`src/design/tpe_pkg.sv`:
```
// Shared types and constants for the P1 triangle Poisson element block.
`default_nettype none
package tpe_pkg;

    localparam int IN_W   = 296;
    localparam int OUT_W  = 192;
    localparam int USER_W = 4;

    localparam logic [31:0] KAPPA_RESET = 32'h0001_0000;

    // 24 * 2^32: load denominator in raw units
    localparam logic [68:0] LOAD_DEN = 69'h18_0000_0000;
    localparam logic [47:0] POS_LIM  = 48'h7FFF_FFFF_FFFF;
    localparam logic [47:0] NEG_LIM  = 48'h8000_0000_0000;

    typedef struct packed {
        logic [2:0][33:0] gx;
        logic [2:0][33:0] gy;
        logic [2:0][33:0] ssum;
        logic [66:0]      det;
        logic             degen;
        logic [2:0]       mask;
    } elem_t;

endpackage
`default_nettype wire

```
`src/design/tpe_queue.sv`:
```
// Two-entry queue of classified elements between front and back.
`default_nettype none
module tpe_queue (
    input  wire logic           clk,
    input  wire logic           rst_n,
    input  wire logic           wr_valid,
    output logic                wr_ready,
    input  wire tpe_pkg::elem_t wr_data,
    output logic                rd_valid,
    input  wire logic           rd_ready,
    output tpe_pkg::elem_t      rd_data
);

    tpe_pkg::elem_t ent_reg [2];
    logic           wp_reg, rp_reg;
    logic [1:0]     cnt_reg;
    logic           wr_fire, rd_fire;

    assign wr_ready = (cnt_reg != 2'd2);
    assign rd_valid = (cnt_reg != 2'd0);
    assign wr_fire  = wr_valid && wr_ready;
    assign rd_fire  = rd_valid && rd_ready;
    assign rd_data  = ent_reg[rp_reg];

    always_ff @(posedge clk or negedge rst_n)
    begin
        if (!rst_n)
        begin
            wp_reg  <= 1'b0;
            rp_reg  <= 1'b0;
            cnt_reg <= 2'd0;
        end
        else
        begin
            if (wr_fire)
                wp_reg <= !wp_reg;
            if (rd_fire)
                rp_reg <= !rp_reg;
            if (wr_fire && !rd_fire)
                cnt_reg <= cnt_reg + 2'd1;
            else if (rd_fire && !wr_fire)
                cnt_reg <= cnt_reg - 2'd1;
        end
    end

    always_ff @(posedge clk)
    begin
        if (wr_fire)
            ent_reg[wp_reg] <= wr_data;
    end

endmodule
`default_nettype wire

```
`config.mk`:
```
export PLATFORM = sky130hd
export DESIGN_NAME = tpe_queue
export DESIGN_NICKNAME = d
export VERILOG_FILES = /design/src/design/tpe_pkg.sv /design/src/design/tpe_queue.sv
export SDC_FILE = /design/constraint.sdc
export NUM_CORES = 1
export LEC_CHECK = 0
export BUFFER_PORTS_ARGS = -buffer_cell sky130_fd_sc_hd__buf_2
export CAP_MARGIN = 20
export CORE_ASPECT_RATIO = 1.4
export CORE_MARGIN = 3
export CORE_UTILIZATION = 30
export CTS_CLUSTER_DIAMETER = 100
export DETAILED_ROUTE_END_ITERATION = 7
export PLACE_DENSITY = 0.64
export RECOVER_POWER = 25
export SYNTH_ARGS = -nofsm -noshare
export SYNTH_HDL_FRONTEND = slang
export SYNTH_SLANG_ARGS = --single-unit
export TNS_END_PERCENT = 100
```
`constraint.sdc`:
```
create_clock -name clk -period 17.4 [get_ports clk]
set_input_delay 4.35 -clock clk [delete_from_list [all_inputs] [get_ports clk]]
set_output_delay 4.35 -clock clk [all_outputs]
set_load 0.02 [all_outputs]
```
; ---- Word-level counts from Yosys, hierarchy flattened
; Memory sizes are Yosys's and may differ from the RTL's.
; Cells that the tools add are included.
[totals]
in_bits = 381
mem_bits_rw = 754
out_inout_bits = 379
regBits = 4
elab_cells = 21
n_memories = 1
[op_classes]
n_eq_ne = 1
mux = 4
reduce_logical = 10
addsub = 2
[mem_list]
columns = memory, depth, width, read_ports, rd_ports_with_merged_regs, wr, line_no
row1 = ent_reg, 2, 377, 1, 0, 1, tpe_queue.sv:14  ; tpe_pkg::elem_t ent_reg [2];
[ops]
columns = operator, n
row1 = 1-bit logical AND, 4
row2 = 1-bit logical NOT, 4
row3 = 2-bit 2-to-1 mux, 2
row4 = 2-bit nonzero test, 2
row5 = "2-bit by 1-bit adder with 2-bit output, second input constant", 1
row6 = 1-bit 2-to-1 mux, 2
row7 = "2-bit != test, second input constant", 1
row8 = "2-bit by 1-bit subtractor with 2-bit output, second input constant", 1

; ---- Longest topological paths before layout
[depth]
ltp_word = 6
depth_mapped = 7
depth_no_buf = 7

; ---- Least setup slack after synthesis
; Ideal clock, no wire load.
[synth_timing]
path_type = input -> register
from = input port wr_valid
to = memory ent_reg[0][0] (netlist name), enable pin
slack_ns = -3.769
required_ns = 16.275
path_buffers = 0
arrival_time_ns = 20.044
cell_stages = 2
setup_ns = 1.125
cell_sequence = nand2_1 nor2_1
[synth_via]
elab_chain_cells = 3
[synth_lines]
columns = element, line_no
row1 = from (decl), tpe_queue.sv:6  ; input wire logic wr_valid,
row2 = 1-bit logical AND, tpe_queue.sv:21  ; assign wr_fire = wr_valid && wr_ready;
row3 = 1-bit 2-to-1 mux, tpe_queue.sv:48  ; if (wr_fire)
row4 = 1-bit 2-to-1 mux (not written as such), tpe_queue.sv:49  ; ent_reg[wp_reg] <= wr_data;
row5 = to (decl), tpe_queue.sv:14
; No other way between the ends.

==> metrics <==
hold slack=0.497 ns; status=complete, no violations; Sw Share=roughly 33%; Pleak=between 0.01 and 0.015 uW; Yosys reg bits=758; Final setup viols=0; Skew-Pair Late Insertion Delay=0.62 ns; Post-Syn Nets=~1600; Setup crit end kind=primary output; Clock Skew=0.0191 ns; average size of a mapped cell=about 24 um^2; GR Overflow Total=0; Worst-path clk slew=roughly 0.060 ns; post-DP HPWL=around 49 mm; layout cell share with drive strength beyond 1=between 50% and 60%; largest net degree at the start of global routing=~140; Critical Path Fanout Max=a little over 70; internal power=4350 uW; CTS Sinks=758; post-route ant nets=0; Seq/Total Area, Yosys=slightly below 80%; Post-Syn Instances=between 1000 and 1500; final setup TNS=0 ns; Final #Nets=about 2400; vias=approximately 14000; Seq pwr share=between 40% and 50%; H-tree Lvls=3; max FFs per register=approximately 750; Root Buffer=clkbuf_16; vias in the first global route=around 15000; PostCTS Resize Cnt=0; worst hold path type=flop to flop; row count=133; initial antenna violation count=35; first-pass GRT wire length=around 96 mm; Initial Util=a little under a third; switching power=2120 uW; vias per cell=between 4 and 5; area growth from synthesis to layout=25.6%; GPL Wtd Cong=slightly above 0.8; CTS tree=done; Worst Setup Start Kind=flop; crit path kind=flop to primary output; IO buf count=approximately 760; Yosys Warn Count=0; Core Region=between 90000 and 100000 um^2; combinational power share=around a third; DRT Pass-1 Iters=4; Max-Cap Viols=0; Die X-Extent=about 270 um; clk buf depth=3; Final Hold Viols=0; minimum clock period=around 9.5 ns; drt total wl=about 67 mm; I/O pins=between 700 and 800; Layout Utilization=between 30% and 40%; DRC errors left=0; post-detailed-route wirelength per cell=between 20 and 25 um; cts hold-fix bufs=0; CP arrival=5.13 ns; Post-CTS Setup Bufs=0; worst vdd ir=0.123 mV; die area=slightly below 100000 um^2; achievable frequency=approximately 110 MHz; max-slew violation count=0; Fillers=8692; Slew HR=28.6%; Clk pwr share=about a quarter; Die Height=between 300 and 400 um; drt first-iter violations=between 900 and 1000; Post-Syn Area=between 20000 and 30000 um^2; GRT Total Usage=13.0%; Synth cell types=16; Least-Margin Pin Slew=between 1 and 1.5 ns; pwr dens=~180 nW/um^2; RSZ-0062 raised after global routing=no; critical path required time=about 13 ns; CTS Buf Count=76; Tcrit/Tclk final=a little over half
==> cells in the mapped netlist, drive strengths merged <==
cell | count | area, um^2
edfxtp | 754 | 22600
mux2 | 377 | 5380
buf | 42 | 487
dfrtp | 4 | 100
xnor2 | 3 | 26.3
nand2 | 2 | 7.51
nor2 | 2 | 7.51
xor2 | 2 | 17.5
and3 | 1 | 6.26
ha | 1 | 12.5
inv | 1 | 3.75
nand2b | 1 | 6.26
or2 | 1 | 6.26
==> cell type report <==
type / count / area [um^2] / area share (%)
repair buffers: 774 / 3790 / 10.5
well taps: 1215 / 1520 / 4.22
multi-input cells: 390 / 5480 / 15.2
inverters: 1 / 3.75 / 0.0104
clock buffers: 91 / 2000 / 5.55
clock inverters: 45 / 440 / 1.22
diodes: 23 / 57.6 / 0.160
flip-flops and latches: 758 / 22700 / 63.1
==> routing by layer <==
metal  global-route usage (%)  share of wire (%)  vias up
met2                     22.4                 50      631
met3                     5.86                 12      145
met1                     13.7                 35     6997
li1                         -                  -     6414
met5                        0               0.11        -
met4                     5.68                3.5       12
==> critical path, cell delays in order (launching register included) <==
cell and delay (ns):
dfrtp_4 1.03, buf_4 0.91, buf_4 0.85, buf_4 0.91, mux2_4 0.36, buf_2 0.16
==> layout by cell type, fill, tap and decap left out, types with 2 or more instances in the layout <==
| cell | count |
|---|---|
| edfxtp_1 | 754 |
| buf_2 | 640 |
| mux2_4 | 301 |
| clkbuf_1 | 131 |
| clkbuf_16 | 78 |
| mux2_2 | 76 |
| diode_2 | 23 |
| clkinv_1 | 15 |
| buf_4 | 13 |
| clkinv_2 | 9 |
| clkinvlp_4 | 7 |
| bufinv_16 | 5 |
| xnor2_1 | 3 |
| inv_16 | 3 |
| dfrtp_1 | 3 |
| nand2_1 | 2 |
| xor2_1 | 2 |
| clkinv_4 | 2 |
| inv_6 | 2 |
| buf_12 | 2 |
==> power by group through the flow <==
| stage | logic (uW) | clock network, uW | registers, uW |
|---|---|---|---|
| 2_1_floorplan | 1690 | 0 | 2780 |
| 3_3_place_gp | 2270 | 0 | 2660 |
| 3_5_place_dp | 2290 | 0 | 2680 |
| 4_1_cts | 2290 | 1640 | 2640 |
| 5_1_grt | 2380 | 1720 | 2670 |
| 6_report | 2250 | 1590 | 2630 |
==> logic make-up after synthesis <==
| family | Yosys count | share of synthesized area [%] |
|---|---|---|
| xor gates and xnor gates | 5 | 0.153 |
| and+or+nand+nor | 7 | 0.118 |
| DFF | 758 | 79.2 |
| muxes | 377 | 18.7 |
| adders and majority gates | 1 | 0.0436 |
| buffers and inverters | 43 | 1.71 |
==> worst paths after layout <==
kind	start	to	slack, ns	cells past startpoint
max	rp_reg$_DFFE_PN0P_	rd_data[257]	7.92	5
min	cnt_reg[1]$_DFFE_PN0P_	cnt_reg[1]$_DFFE_PN0P_	0.50	1
max reg2reg	cnt_reg[0]$_DFFE_PN0P_	ent_reg[0][320]$_DFFE_PP_	13.45	6
min reg2reg	cnt_reg[1]$_DFFE_PN0P_	cnt_reg[1]$_DFFE_PN0P_	0.50	1
max in group asynchronous	rst_n	rp_reg$_DFFE_PN0P_	13.63	1
min in group asynchronous	rst_n	rp_reg$_DFFE_PN0P_	3.55	1
==> stage by stage <==
stage | instances | worst slack, ns | instance area (um^2) | total power, uW
global route | 3288 | 7.61 | 36000 | 6770
CTS | 3274 | 7.78 | 36100 | 6580
global placement | 3138 | 8.66 | 33700 | 4920
floorplan | 1191 | 2.63 | 28700 | 4470
detailed placement | 3138 | 8.53 | 33700 | 4960
finish | 3297 | 7.92 | 36000 | 6470
No activity file was read; power rests on OpenSTA's default activity.
